### src/design/slbs_pkg.sv
// ----------------------------------------------------------------------------
// slbs_pkg: shared types and constants for the status LED breathe sequencer
// Beat payload structs, color codes, link status codes and breathe constants.
// ----------------------------------------------------------------------------
`timescale 1ns / 1ps
`default_nettype none

package slbs_pkg;

    localparam int TIME_W     = 32;
    localparam int LEVEL_W    = 10;
    localparam int STEP_W     = 8;
    localparam int INTERVAL_W = 10;
    localparam int TIMEOUT_W  = 20;
    localparam int CFG_DATA_W = 20;
    localparam int CFG_INDEX_W = 1;

    localparam int RAINBOW_MS_DEFAULT = 1000;

    // configuration register indexes
    localparam logic [CFG_INDEX_W-1:0] CFG_BREATHE_INTERVAL = 1'b0;
    localparam logic [CFG_INDEX_W-1:0] CFG_ADV_TIMEOUT      = 1'b1;

    localparam logic [INTERVAL_W-1:0] INTERVAL_RESET    = 10'd10;
    localparam logic [TIMEOUT_W-1:0]  ADV_TIMEOUT_RESET = 20'd30000;

    // color codes
    localparam logic [2:0] CLR_RED    = 3'd0;
    localparam logic [2:0] CLR_PURPLE = 3'd1;
    localparam logic [2:0] CLR_YELLOW = 3'd2;
    localparam logic [2:0] CLR_ORANGE = 3'd3;
    localparam logic [2:0] CLR_BLUE   = 3'd4;
    localparam logic [2:0] CLR_GREEN  = 3'd5;
    localparam logic [2:0] CLR_CYAN   = 3'd6;

    // link status codes
    localparam logic [1:0] LINK_DISCONNECTED = 2'd0;
    localparam logic [1:0] LINK_ADVERTISING  = 2'd1;
    localparam logic [1:0] LINK_CONNECTED    = 2'd2;

    // breathe steps and ceilings
    localparam logic [STEP_W-1:0] STEP_FAST = 8'd51;
    localparam logic [STEP_W-1:0] STEP_MID  = 8'd5;
    localparam logic [STEP_W-1:0] STEP_SLOW = 8'd1;
    localparam logic [STEP_W-1:0] MAX_HIGH  = 8'd255;
    localparam logic [STEP_W-1:0] MAX_LOW   = 8'd50;
    localparam logic [7:0]        LEVEL_FULL = 8'd255;

    typedef struct packed {
        logic [TIME_W-1:0] now_ms;
        logic [1:0]        ble_status;
        logic              error_on;
        logic              homing_on;
        logic              wifi_setup_on;
        logic              update_on;
        logic              comm_pulse;
    } item_t;

    typedef struct packed {
        logic       show_rainbow;
        logic [2:0] color_code;
        logic [7:0] level;
        logic [7:0] hue;
    } result_t;

    typedef struct packed {
        logic [INTERVAL_W-1:0] breathe_interval_ms;
        logic [TIMEOUT_W-1:0]  adv_timeout_ms;
    } cfg_t;

endpackage

`default_nettype wire

### src/design/slbs_ifs.sv
// ----------------------------------------------------------------------------
// slbs_ifs: valid/ready channels of the status LED breathe sequencer
// Poll channel carries one poll beat, LED channel carries one result beat.
// ----------------------------------------------------------------------------
`timescale 1ns / 1ps
`default_nettype none

interface slbs_poll_if;
    logic        valid;
    logic        ready;
    logic [31:0] now_ms;
    logic [1:0]  ble_status;
    logic        error_on;
    logic        homing_on;
    logic        wifi_setup_on;
    logic        update_on;
    logic        comm_pulse;

    modport source (
        output valid, now_ms, ble_status, error_on, homing_on, wifi_setup_on,
               update_on, comm_pulse,
        input  ready
    );
    modport sink (
        input  valid, now_ms, ble_status, error_on, homing_on, wifi_setup_on,
               update_on, comm_pulse,
        output ready
    );
endinterface

interface slbs_led_if;
    logic       valid;
    logic       ready;
    logic       show_rainbow;
    logic [2:0] color_code;
    logic [7:0] level;
    logic [7:0] hue;

    modport source (
        output valid, show_rainbow, color_code, level, hue,
        input  ready
    );
    modport sink (
        input  valid, show_rainbow, color_code, level, hue,
        output ready
    );
endinterface

`default_nettype wire

### src/design/slbs_hue.sv
// ----------------------------------------------------------------------------
// slbs_hue: hue of the rainbow sweep
// Scale elapsed time to 0..254 as elapsed * 255 / RAINBOW_MS by reciprocal.
// ----------------------------------------------------------------------------
`timescale 1ns / 1ps
`default_nettype none

module slbs_hue #(
    parameter int RAINBOW_MS = slbs_pkg::RAINBOW_MS_DEFAULT
) (
    input  wire logic [$clog2(RAINBOW_MS+1)-1:0] elapsed,
    output logic [7:0]                           hue
);
    import slbs_pkg::*;

    localparam int ELAPSED_W = $clog2(RAINBOW_MS + 1);
    // shift of 2*ELAPSED_W keeps the rounded-up reciprocal exact for
    // every elapsed value below RAINBOW_MS
    localparam int SHIFT  = 2 * ELAPSED_W;
    localparam int MULT_W = SHIFT + 8;
    localparam int PROD_W = ELAPSED_W + MULT_W;
    localparam logic [63:0] MULT_WIDE =
        ((64'd255 << SHIFT) + 64'(RAINBOW_MS) - 64'd1) / 64'(RAINBOW_MS);
    localparam logic [MULT_W-1:0] MULT_C = MULT_W'(MULT_WIDE);

    logic [PROD_W-1:0] prod;

    assign prod = PROD_W'(elapsed) * PROD_W'(MULT_C);
    assign hue  = prod[SHIFT +: 8];

endmodule

`default_nettype wire

### src/design/slbs_core.sv
// ----------------------------------------------------------------------------
// slbs_core: decision logic and state of the breathe sequencer
// Pick color, step and ceiling, run link logic, sweep and breathe step.
// ----------------------------------------------------------------------------
`timescale 1ns / 1ps
`default_nettype none

module slbs_core #(
    parameter int RAINBOW_MS = slbs_pkg::RAINBOW_MS_DEFAULT
) (
    input  wire logic            clk,
    input  wire logic            rst_n,
    input  wire logic            advance,
    input  wire slbs_pkg::item_t item,
    input  wire slbs_pkg::cfg_t  cfg,
    output logic                 has_result,
    output slbs_pkg::result_t    result
);
    import slbs_pkg::*;

    localparam int ELAPSED_W = $clog2(RAINBOW_MS + 1);

    logic signed [LEVEL_W-1:0] level_reg, level_next;
    logic                      rising_reg, rising_next;
    logic [TIME_W-1:0]         last_step_reg, last_step_next;
    logic [1:0]                seen_reg, seen_next;
    logic                      rainbow_on_reg, rainbow_on_next;
    logic [TIME_W-1:0]         rainbow_start_reg, rainbow_start_next;
    logic [TIME_W-1:0]         adv_start_reg, adv_start_next;
    logic                      dimmed_reg, dimmed_next;
    logic                      pending_reg, pending_next;

    logic                      pend;
    logic                      any_flag;
    logic                      link_chg;
    logic                      link_live;
    logic                      rb;
    logic [TIME_W-1:0]         rs;
    logic [TIME_W-1:0]         as_time;
    logic                      dim;
    logic                      adv_late;
    logic [TIME_W-1:0]         elapsed;
    logic                      sweep_live;
    logic                      step_due;
    logic [7:0]                hue;
    logic                      do_breathe;
    logic [2:0]                color;
    logic [STEP_W-1:0]         step;
    logic [STEP_W-1:0]         ceil_lv;
    logic signed [LEVEL_W-1:0] step_s;
    logic signed [LEVEL_W-1:0] ceil_s;
    logic signed [LEVEL_W-1:0] level_new;

    // link state as it stands after this beat's status sample
    assign pend      = pending_reg | item.comm_pulse;
    assign any_flag  = item.error_on | item.homing_on | item.wifi_setup_on | item.update_on;
    assign link_chg  = item.ble_status != seen_reg;
    assign link_live = (item.ble_status == LINK_ADVERTISING)
                     || (item.ble_status == LINK_CONNECTED);
    assign rb        = link_chg ? link_live : rainbow_on_reg;
    assign rs        = (link_chg && link_live) ? item.now_ms : rainbow_start_reg;
    assign as_time   = (link_chg && item.ble_status == LINK_ADVERTISING)
                     ? item.now_ms : adv_start_reg;
    assign adv_late  = (item.now_ms - as_time) >= TIME_W'(cfg.adv_timeout_ms);
    assign dim       = (link_chg ? 1'b0 : dimmed_reg)
                     | ((item.ble_status == LINK_ADVERTISING) && !rb && adv_late);
    assign elapsed    = item.now_ms - rs;
    assign sweep_live = elapsed < TIME_W'(RAINBOW_MS);
    assign step_due   = (item.now_ms - last_step_reg) > TIME_W'(cfg.breathe_interval_ms);

    slbs_hue #(
        .RAINBOW_MS (RAINBOW_MS)
    ) u_hue (
        .elapsed (elapsed[ELAPSED_W-1:0]),
        .hue     (hue)
    );

    always_comb
    begin
        level_next         = level_reg;
        rising_next        = rising_reg;
        last_step_next     = last_step_reg;
        seen_next          = seen_reg;
        rainbow_on_next    = rainbow_on_reg;
        rainbow_start_next = rainbow_start_reg;
        adv_start_next     = adv_start_reg;
        dimmed_next        = dimmed_reg;
        pending_next       = pend;
        has_result         = 1'b0;
        result             = '0;
        do_breathe         = 1'b0;
        color              = CLR_CYAN;
        step               = STEP_SLOW;
        ceil_lv            = MAX_LOW;
        level_new          = level_reg;

        if (any_flag)
        begin
            do_breathe = 1'b1;
            ceil_lv    = MAX_HIGH;
            if (item.error_on)
            begin
                color = CLR_RED;
                step  = STEP_FAST;
            end
            else if (item.homing_on)
            begin
                color = CLR_PURPLE;
                step  = STEP_MID;
            end
            else if (item.wifi_setup_on)
            begin
                color = CLR_YELLOW;
                step  = STEP_MID;
            end
            else
            begin
                color = CLR_ORANGE;
                step  = STEP_FAST;
            end
        end
        else
        begin
            seen_next          = item.ble_status;
            rainbow_on_next    = rb;
            rainbow_start_next = rs;
            adv_start_next     = as_time;
            dimmed_next        = dim;
            if (link_live && rb)
            begin
                if (sweep_live)
                begin
                    has_result          = 1'b1;
                    result.show_rainbow = 1'b1;
                    result.hue          = hue;
                end
                else
                begin
                    rainbow_on_next = 1'b0;
                end
            end
            else
            begin
                do_breathe = 1'b1;
                case (item.ble_status)
                    LINK_ADVERTISING:
                    begin
                        color   = CLR_BLUE;
                        step    = dim ? STEP_SLOW : STEP_MID;
                        ceil_lv = dim ? MAX_LOW : MAX_HIGH;
                    end
                    LINK_CONNECTED:
                    begin
                        color = CLR_GREEN;
                    end
                    default:
                    begin
                        color = CLR_CYAN;
                    end
                endcase
            end
        end

        step_s = $signed(LEVEL_W'(step));
        ceil_s = $signed(LEVEL_W'(ceil_lv));

        if (do_breathe && step_due)
        begin
            last_step_next = item.now_ms;
            if (rising_reg)
            begin
                level_new = level_reg + step_s;
                if (level_new >= ceil_s)
                begin
                    rising_next = 1'b0;
                end
            end
            else
            begin
                level_new = level_reg - step_s;
                if (level_new <= $signed(LEVEL_W'(0)))
                begin
                    rising_next = 1'b1;
                end
            end
            level_next        = level_new;
            has_result        = 1'b1;
            result.color_code = color;
            if (pend)
            begin
                pending_next = 1'b0;
                result.level = LEVEL_FULL;
            end
            else if (level_new < $signed(LEVEL_W'(0)))
            begin
                result.level = '0;
            end
            else if (level_new > $signed(LEVEL_W'(LEVEL_FULL)))
            begin
                result.level = LEVEL_FULL;
            end
            else
            begin
                result.level = level_new[7:0];
            end
        end
    end

    always_ff @(posedge clk or negedge rst_n)
    begin
        if (!rst_n)
        begin
            level_reg         <= '0;
            rising_reg        <= 1'b1;
            last_step_reg     <= '0;
            seen_reg          <= LINK_DISCONNECTED;
            rainbow_on_reg    <= 1'b0;
            rainbow_start_reg <= '0;
            adv_start_reg     <= '0;
            dimmed_reg        <= 1'b0;
            pending_reg       <= 1'b0;
        end
        else if (advance)
        begin
            level_reg         <= level_next;
            rising_reg        <= rising_next;
            last_step_reg     <= last_step_next;
            seen_reg          <= seen_next;
            rainbow_on_reg    <= rainbow_on_next;
            rainbow_start_reg <= rainbow_start_next;
            adv_start_reg     <= adv_start_next;
            dimmed_reg        <= dimmed_next;
            pending_reg       <= pending_next;
        end
    end

endmodule

`default_nettype wire

### src/design/status_led_breathe_sequencer.sv
// ----------------------------------------------------------------------------
// status_led_breathe_sequencer: status LED color, breathe level and hue
// Flow: a poll beat waits in the input register, its result beat in the
//   result register. Throughput: one poll beat per cycle unless the LED
//   side stalls; the single pass between the two registers holds the sweep
//   multiplier and the 32-bit time compares.
// Reset: all state and configuration return to defaults at once, no sweep.
// ----------------------------------------------------------------------------
`timescale 1ns / 1ps
`default_nettype none

module status_led_breathe_sequencer #(
    parameter int RAINBOW_MS = slbs_pkg::RAINBOW_MS_DEFAULT
) (
    input  wire logic                            clk,
    input  wire logic                            rst_n,
    slbs_poll_if.sink                            poll,
    slbs_led_if.source                           led,
    input  wire logic                            wr_en,
    input  wire logic [slbs_pkg::CFG_INDEX_W-1:0] wr_index,
    input  wire logic [slbs_pkg::CFG_DATA_W-1:0]  wr_data
);
    import slbs_pkg::*;

    // configuration registers
    logic [INTERVAL_W-1:0] interval_reg;
    logic [TIMEOUT_W-1:0]  timeout_reg;
    cfg_t                  cfg;

    // input register stage
    logic                  in_valid_reg;
    item_t                 item_reg;

    // result register stage
    logic                  out_valid_reg;
    result_t               out_reg;

    logic                  out_free;
    logic                  advance;
    logic                  core_has;
    result_t               core_res;
    logic                  poll_fire;

    // Result register can load when empty or being drained this cycle.
    assign out_free  = !out_valid_reg || led.ready;
    // Retire the held poll beat whenever the result side has room.
    assign advance   = in_valid_reg && out_free;
    assign poll.ready = !in_valid_reg || out_free;
    assign poll_fire = poll.valid && poll.ready;

    assign cfg.breathe_interval_ms = interval_reg;
    assign cfg.adv_timeout_ms      = timeout_reg;

    // Configuration writes: take the low bits that each register needs.
    always_ff @(posedge clk or negedge rst_n)
    begin
        if (!rst_n)
        begin
            interval_reg <= INTERVAL_RESET;
            timeout_reg  <= ADV_TIMEOUT_RESET;
        end
        else if (wr_en)
        begin
            case (wr_index)
                CFG_BREATHE_INTERVAL: interval_reg <= wr_data[INTERVAL_W-1:0];
                CFG_ADV_TIMEOUT:      timeout_reg  <= wr_data[TIMEOUT_W-1:0];
                default:              ;
            endcase
        end
    end

    // Input stage: capture a poll beat, drop the valid once it is processed.
    always_ff @(posedge clk or negedge rst_n)
    begin
        if (!rst_n)
        begin
            in_valid_reg <= 1'b0;
        end
        else if (poll_fire)
        begin
            in_valid_reg <= 1'b1;
        end
        else if (advance)
        begin
            in_valid_reg <= 1'b0;
        end
    end

    always_ff @(posedge clk)
    begin
        if (poll_fire)
        begin
            item_reg.now_ms        <= poll.now_ms;
            item_reg.ble_status    <= poll.ble_status;
            item_reg.error_on      <= poll.error_on;
            item_reg.homing_on     <= poll.homing_on;
            item_reg.wifi_setup_on <= poll.wifi_setup_on;
            item_reg.update_on     <= poll.update_on;
            item_reg.comm_pulse    <= poll.comm_pulse;
        end
    end

    // Decision logic and sequencer state; state advances with the beat.
    slbs_core #(
        .RAINBOW_MS (RAINBOW_MS)
    ) u_core (
        .clk        (clk),
        .rst_n      (rst_n),
        .advance    (advance),
        .item       (item_reg),
        .cfg        (cfg),
        .has_result (core_has),
        .result     (core_res)
    );

    // Result stage: hold a beat until taken; polls without a result leave
    // nothing behind.
    always_ff @(posedge clk or negedge rst_n)
    begin
        if (!rst_n)
        begin
            out_valid_reg <= 1'b0;
        end
        else if (out_free)
        begin
            out_valid_reg <= advance && core_has;
        end
    end

    always_ff @(posedge clk)
    begin
        if (out_free)
        begin
            out_reg <= core_res;
        end
    end

    assign led.valid        = out_valid_reg;
    assign led.show_rainbow = out_reg.show_rainbow;
    assign led.color_code   = out_reg.color_code;
    assign led.level        = out_reg.level;
    assign led.hue          = out_reg.hue;

endmodule

`default_nettype wire

### src/flat_wrapper.sv
// flat-port wrapper written by rule: the top's interface ports become plain ports
module status_led_breathe_sequencer_flat import slbs_pkg::*;
#(
    parameter int RAINBOW_MS = slbs_pkg::RAINBOW_MS_DEFAULT
)
  (clk, rst_n, wr_en, wr_index, wr_data, poll_valid, poll_now_ms, poll_ble_status, poll_error_on, poll_homing_on, poll_wifi_setup_on, poll_update_on, poll_comm_pulse, poll_ready, led_valid, led_show_rainbow, led_color_code, led_level, led_hue, led_ready);
  slbs_poll_if poll_i ();
  slbs_led_if led_i ();
  input  wire logic clk;
  input  wire logic rst_n;
  input  wire logic wr_en;
  input  wire logic [slbs_pkg::CFG_INDEX_W-1:0] wr_index;
  input  wire logic [slbs_pkg::CFG_DATA_W-1:0] wr_data;
  input wire logic [$bits(poll_i.valid)-1:0] poll_valid;
  input wire logic [$bits(poll_i.now_ms)-1:0] poll_now_ms;
  input wire logic [$bits(poll_i.ble_status)-1:0] poll_ble_status;
  input wire logic [$bits(poll_i.error_on)-1:0] poll_error_on;
  input wire logic [$bits(poll_i.homing_on)-1:0] poll_homing_on;
  input wire logic [$bits(poll_i.wifi_setup_on)-1:0] poll_wifi_setup_on;
  input wire logic [$bits(poll_i.update_on)-1:0] poll_update_on;
  input wire logic [$bits(poll_i.comm_pulse)-1:0] poll_comm_pulse;
  output wire logic [$bits(poll_i.ready)-1:0] poll_ready;
  output wire logic [$bits(led_i.valid)-1:0] led_valid;
  output wire logic [$bits(led_i.show_rainbow)-1:0] led_show_rainbow;
  output wire logic [$bits(led_i.color_code)-1:0] led_color_code;
  output wire logic [$bits(led_i.level)-1:0] led_level;
  output wire logic [$bits(led_i.hue)-1:0] led_hue;
  input wire logic [$bits(led_i.ready)-1:0] led_ready;
  assign poll_i.valid = poll_valid;
  assign poll_i.now_ms = poll_now_ms;
  assign poll_i.ble_status = poll_ble_status;
  assign poll_i.error_on = poll_error_on;
  assign poll_i.homing_on = poll_homing_on;
  assign poll_i.wifi_setup_on = poll_wifi_setup_on;
  assign poll_i.update_on = poll_update_on;
  assign poll_i.comm_pulse = poll_comm_pulse;
  assign poll_ready = poll_i.ready;
  assign led_valid = led_i.valid;
  assign led_show_rainbow = led_i.show_rainbow;
  assign led_color_code = led_i.color_code;
  assign led_level = led_i.level;
  assign led_hue = led_i.hue;
  assign led_i.ready = led_ready;
  status_led_breathe_sequencer #(.RAINBOW_MS(RAINBOW_MS)) u_core (.clk(clk), .rst_n(rst_n), .poll(poll_i), .led(led_i), .wr_en(wr_en), .wr_index(wr_index), .wr_data(wr_data));
endmodule
### config.mk
export PLATFORM = sky130hd
export DESIGN_NAME = status_led_breathe_sequencer_flat
export DESIGN_NICKNAME = d
export VERILOG_FILES = /design/src/design/slbs_pkg.sv /design/src/design/slbs_ifs.sv /design/src/design/slbs_hue.sv /design/src/design/slbs_core.sv /design/src/design/status_led_breathe_sequencer.sv /design/src/flat_wrapper.sv
export SDC_FILE = /design/constraint.sdc
export NUM_CORES = 1
export LEC_CHECK = 0
export BUFFER_PORTS_ARGS = -buffer_cell sky130_fd_sc_hd__buf_2
export CORE_MARGIN = 5
export CORE_UTILIZATION = 60
export DETAILED_ROUTE_END_ITERATION = 10
export HOLD_SLACK_MARGIN = 0.08
export PLACE_DENSITY_LB_ADDON = 0.25
export SLEW_MARGIN = 20
export SYNTH_ARGS = -nofsm -noshare
export SYNTH_HDL_FRONTEND = slang
export SYNTH_SLANG_ARGS = --single-unit
### constraint.sdc
create_clock -name clk -period 14 [get_ports clk]
set_input_delay 0.7 -clock clk [delete_from_list [all_inputs] [get_ports clk]]
set_output_delay 0.7 -clock clk [all_outputs]
set_load 0.05 [all_outputs]
; After elaboration in Yosys (flattened, before gate mapping)
; Cells that the tools add are included.
[classes]
add_sub_neg = 5
mul = 1
div_mod_pow = 0
order_cmp = 7
eq_ne = 3
shifts = 0
n_mux = 40
bitwise_logic = 9
reduce_logical = 21
[op_table]
columns = cell, count
row1 = $sub A32 B32 Y32, 3
row2 = $mux W32, 2
row3 = $mux W8, 8
row4 = $ge A32 B20 Y1, 1
row5 = $gt A32 B10 Y1, 1
row6 = $lt A32 B10 Y1 const B, 1
row7 = $mul A10 B19 Y28 const B, 1
row8 = $mux W10, 2
row9 = $mux W6, 3
row10 = $mux W1, 17
row11 = $mux W3, 4
row12 = $add A10 B9 Y10, 1
row13 = $ge A10 B9 Y1, 1
row14 = $gt A10 B9 Y1 const B, 1
row15 = $le A10 B1 Y1 const B, 1
row16 = $lt A10 B1 Y1 const B, 1
row17 = $sub A10 B9 Y10, 1
row18 = $logic_and A1 B1 Y1, 9
row19 = $reduce_and A2 Y1, 4
row20 = $mux W2, 3
row21 = $or A1 B1 Y1, 5
row22 = $not A1 Y1, 4
row23 = $pmux W2 S2, 1
row24 = $logic_not A1 Y1, 3
row25 = 6 further kinds, 8
[word_totals]
ff_bits = 203
latchBits = 0
ram_bits = 0
mem_bits_ro = 0
inputBits = 65
out_inout_bits = 22
wordCells = 110
n_memories = 0

; Longest topological paths before layout
[depth]
ltp_word = 18
mapped_depth = 40
ltp_nobuf = 39

; By module
; Synthesis repeated with hierarchy kept, for this count alone.
[unflattened]
cells_unflattened = 1962
area_unflattened_um2 = 18032.3
[by_module_without_submodules]
columns = module, instances, cells_per_inst, area_per_inst_um2, seq_area_each_um2
row1 = slbs_core, 1, 1536, 12391.9, 2803.9
row2 = status_led_breathe_sequencer, 1, 133, 2992.9, 2583.7
row3 = slbs_hue, 1, 293, 2647.5, 0.0

; Worst setup path before layout
; OpenSTA, ideal clock, no wires.
[synth_path]
path_type = register to register
start = reg u_core.item_reg[5] in the netlist's numbering
end = reg u_core.out_reg, in the netlist u_core.led.hue[6] (data pin)
setup_ps = 264
t_arrival_ps = 8241
required_time_ps = 13736
setup_slack_ps = 5496
stages_incl_launch_ff = 33
n_path_buf = 1
period_less_slack_ps = 8504
cell_sequence = edfxtp_1 inv_1 ha_1 nor2_1 clkbuf_1 mux2i_1 ha_1 nor2b_1 o311a_1 o31a_1 a21oi_1 xnor2_1 inv_1 fa_1 inv_1 fa_1 inv_1 fa_1 fa_1 inv_1 fa_1 inv_1 ha_1 a21o_1 a21o_1 a21o_1 a221oi_1 o21ai_0 a31o_2 a21o_1 nand2_1 xnor2_1 nor2_1
[synth_via]
elab_chain_cells = 8
elab_cells_between_ends = 14
classes_between = add/sub: 1 / mul: 1 / order compare: 1 / eq/ne: 3 / mux: 2 / bitwise: 2 / reduce/logical: 4
[synth_lines]
columns = element, line_no
row1 = start: declaration, status_led_breathe_sequencer.sv:32  ; item_t item_reg;
row2 = branches (longest 8 deep; another with $sub A32 B32 Y32), n/a
row3 = end signal: assignment, status_led_breathe_sequencer.sv:134  ; out_reg <= core_res;
row4 = end: declaration, status_led_breathe_sequencer.sv:36  ; result_t out_reg;
; Several ways; the timed one is not identified.
; A chain may end at the register's enable or synchronous reset.

; Final worst setup path
[layout_path]
start = reg u_core.item_reg[5] in the netlist's numbering
end = reg u_core.out_reg, in the netlist u_core.led.hue[7] (data pin)
[layout_via]
elab_chain_cells = 8
elab_cells_between_ends = 14
classes_between = add/sub: 1 / mul: 1 / order compare: 1 / eq/ne: 3 / mux: 2 / bitwise: 2 / reduce/logical: 4
[layout_lines]
columns = element, line_no
row1 = $eq A2 B1 Y1 or $eq A2 B2 Y1 (tied branches), "slbs_core.sv:58, slbs_core.sv:59"
row2 = $logic_or A1 B1 Y1, slbs_core.sv:59  ; || (item.ble_status == LINK_CONNECTED);
row3 = $logic_and A1 B1 Y1 *, slbs_core.sv:61  ; assign rs = (link_chg && link_live) ? item.now_ms : rainbow_start_reg;
row4 = $mux W32 *, slbs_core.sv:61
row5 = via u_core.u_core.rs[0], slbs_core.sv:38  ; logic [TIME_W-1:0] rs;
row6 = $sub A32 B32 Y32 *, slbs_core.sv:67  ; assign elapsed = item.now_ms - rs;
row7 = branches (longest 3 deep; another with $mul A10 B19 Y28), n/a
; Mark *: on every way through the listed nets, which the timed path passes.

==> flow_summary.yaml <==
synth:
  syn_inst: 1910
  synth_top_area_share: 0.186
  synth.net_count: 2234
  synth_seq_cells: 203
  yosysTopAreaCell: "dfrtp_1"
  yosys-top-cells-count: "ha_1 (218), inv_1 (181), nand2_1 (145), dfrtp_1 (134), a21oi_1 (125)"
  synth.area.top_cells: "dfrtp_1 (19%), ha_1 (15%), edfxtp_1 (9.8%)"
  synth.distinct_cells: 81
  avgSynthCellArea_um2: 9.46
  ys_dominant_reg_cell: "dfrtp_1"
  async_reset_ff_frac: 0.709
  synth_edf_count: 59
  synth_most_common_cell: "ha_1"
  syn_area_mm2: 0.0181
  synth-seq-area-share: 0.298
  yosysWarnings: 0
sta:
  slew_headroom: 0.291
  skew_ns: 0.0106
  rsz0062_at_grt: "no"
  setup_slack_ns: 4.72
  drv_slew: 0
  finalSetupTns_ns: 0
  min_period_ns: 9.28
  max_freq_mhz: 108
  setup_viol: 0
  period_share: 0.663
  tightest_slew_ns: 1.06
  finalHoldViolCount: 0
die:
  die_w_um: 184
  ios: 87
  core-area_mm2: 0.0297
  fp.dieArea_mm2: 0.0337
  start_util: 0.608
  placementRows: 63
  die_y_um: 184
drt:
  wl_per_cell_um: 18.9
  via_per_inst: 6.18
  drtAntennaViolNets: 0
  post-route-drc-count: 0
  wl_um: 44900
  drt-initial-drc-count: 1112
  num_vias: 14700
  first_pass_iters: 8
outcome:
  outcome: "complete, no violations"
run:
  max_cap_viol_count: 0
clocking:
  cts_tree: "done"
  holdBufCountCts: 0
  cts.repair.resized: 0
  clk_latency_ns: 0.52
  htreeDepth: 1
  cts_post_setup_buffers_inserted: 0
  numCtsBuffers: 24
  cts_buffer_depth: 3
  clockRootBuffer: "clkbuf_16"
  clkTransAtPathRegs_ns: 0.06
  clock-sinks: 203
layout:
  largest_reg_flops: 39
  final_cells: 2380
  fin_nets: 2296
  drive_gt1_frac: 0.144
  syn_to_final_growth_pct: 8.91
  n_fill_cell: 2403
  n_antenna_cell: 0
placement:
  port_buffers: 86
  place_hpwl_um: 35200
  place_congestion: 0.948
  post-place-cells: 2336
  dp_slack_ns: 4.70
critical_path:
  startpoint_type: "flop"
  crit_required_ns: 14.26
  cp_top_family: "adder cells"
  slowest_stage: "fa_1"
  cpPeakStageDelay_ns: 0.58
  cp.arrival_ns: 9.54
  critPathMaxFanout: 34
  crit_buf_inv: 8
  cp_common_cell: "inv_1"
  endpoint_kind: "flop"
  critical_path_class: "flop to flop"
global_route:
  grt_pass1_wl_um: 73200
  first_global_vias: 14200
  grt_max_degree: 90
  grt_overflow: 0
  antenna_found_initial: 0
  grt_use_total: 0.264
min_path:
  hold_class: "primary input to async pin"
==> placed cells by master (no fill, tap or decap), types with 7 or more instances in the layout <==
cell	n
nor4_1	12
or3_1	8
a21o_1	46
a41oi_1	7
or2_2	14
nand3_1	33
and3_1	11
inv_1	181
nand2b_1	19
xnor2_1	58
mux2_4	33
nor2b_1	18
a21oi_1	124
ha_1	218
edfxtp_1	59
mux2i_1	73
dfstp_2	10
nand2_1	145
o21a_1	19
o21ai_0	105
and2_1	17
nor3_1	30
buf_2	85
dfrtp_1	134
o211ai_1	17
buf_4	9
nor2_1	109
o22ai_1	10
a211oi_1	15
nand4_1	27
mux2_2	77
xor2_1	31
clkbuf_16	26
a31oi_1	22
fa_1	41
o21bai_1	10
==> logic make-up after synthesis <==
group	after synthesis	share of synthesized area
simple gates	472	0.129
compound gates	461	0.165
fa+ha+maj	261	0.198
buf+inv	241	0.0521
flops	203	0.298
mux	183	0.116
xor+xnor	89	0.0431
==> worst paths after layout <==
kind / startpoint / end / slack, ns / cells past startpoint
max reg2reg: u_core.item_reg[5]$_DFFE_PP_ / u_core.led.hue[7]$_SDFFCE_PN0P_ / 4.72 / 33
min reg2reg: u_core.u_core.adv_start_reg[0]$_DFFE_PN0P_ / u_core.u_core.adv_start_reg[0]$_DFFE_PN0P_ / 0.48 / 2
min in group clk: poll_now_ms[31] / u_core.item_reg[38]$_DFFE_PP_ / 0.35 / 1
max: u_core.item_reg[5]$_DFFE_PP_ / u_core.led.hue[7]$_SDFFCE_PN0P_ / 4.72 / 33
max in group asynchronous: rst_n / u_core.u_core.adv_start_reg[30]$_DFFE_PN0P_ / 12.47 / 2
min: rst_n / u_core.timeout_reg[7]$_DFFE_PN0P_ / 0.25 / 1
==> routing by layer <==
layer  global-route usage  routed length [um]  share of wire  vias to the layer above
met5                    0                   0              0                        -
met1                0.374               20500           0.46                     7163
met4               0.0650                1130          0.025                        0
met3               0.0297                2580          0.058                       70
met2                0.435               20700           0.46                      462
li1                     -                   -              -                     7021
==> per-stage QoR <==
stage	instance area (um^2)	utilization	hold WS [ns]
after CTS	19700	0.662	0.281
after floorplan	18100	-	0.404
final	19700	0.662	0.247
after global placement	18800	0.634	0.459
after global routing	19700	0.662	0.329
after detailed placement	18800	0.634	0.466
==> cell type report <==
cell class,instances,area [um^2],share of cell area
clock buffer,30,676,0.0343
clock inverter,14,165,0.00839
inverter,182,683,0.0347
multi-input combinational,1466,11800,0.598
sequential,203,5390,0.274
tap,390,488,0.0248
timing repair buffer,95,504,0.0256
Power is left out: the tool's default activity adds up to more than one toggle a clock period on the data nets, which glitch-free logic cannot reach.
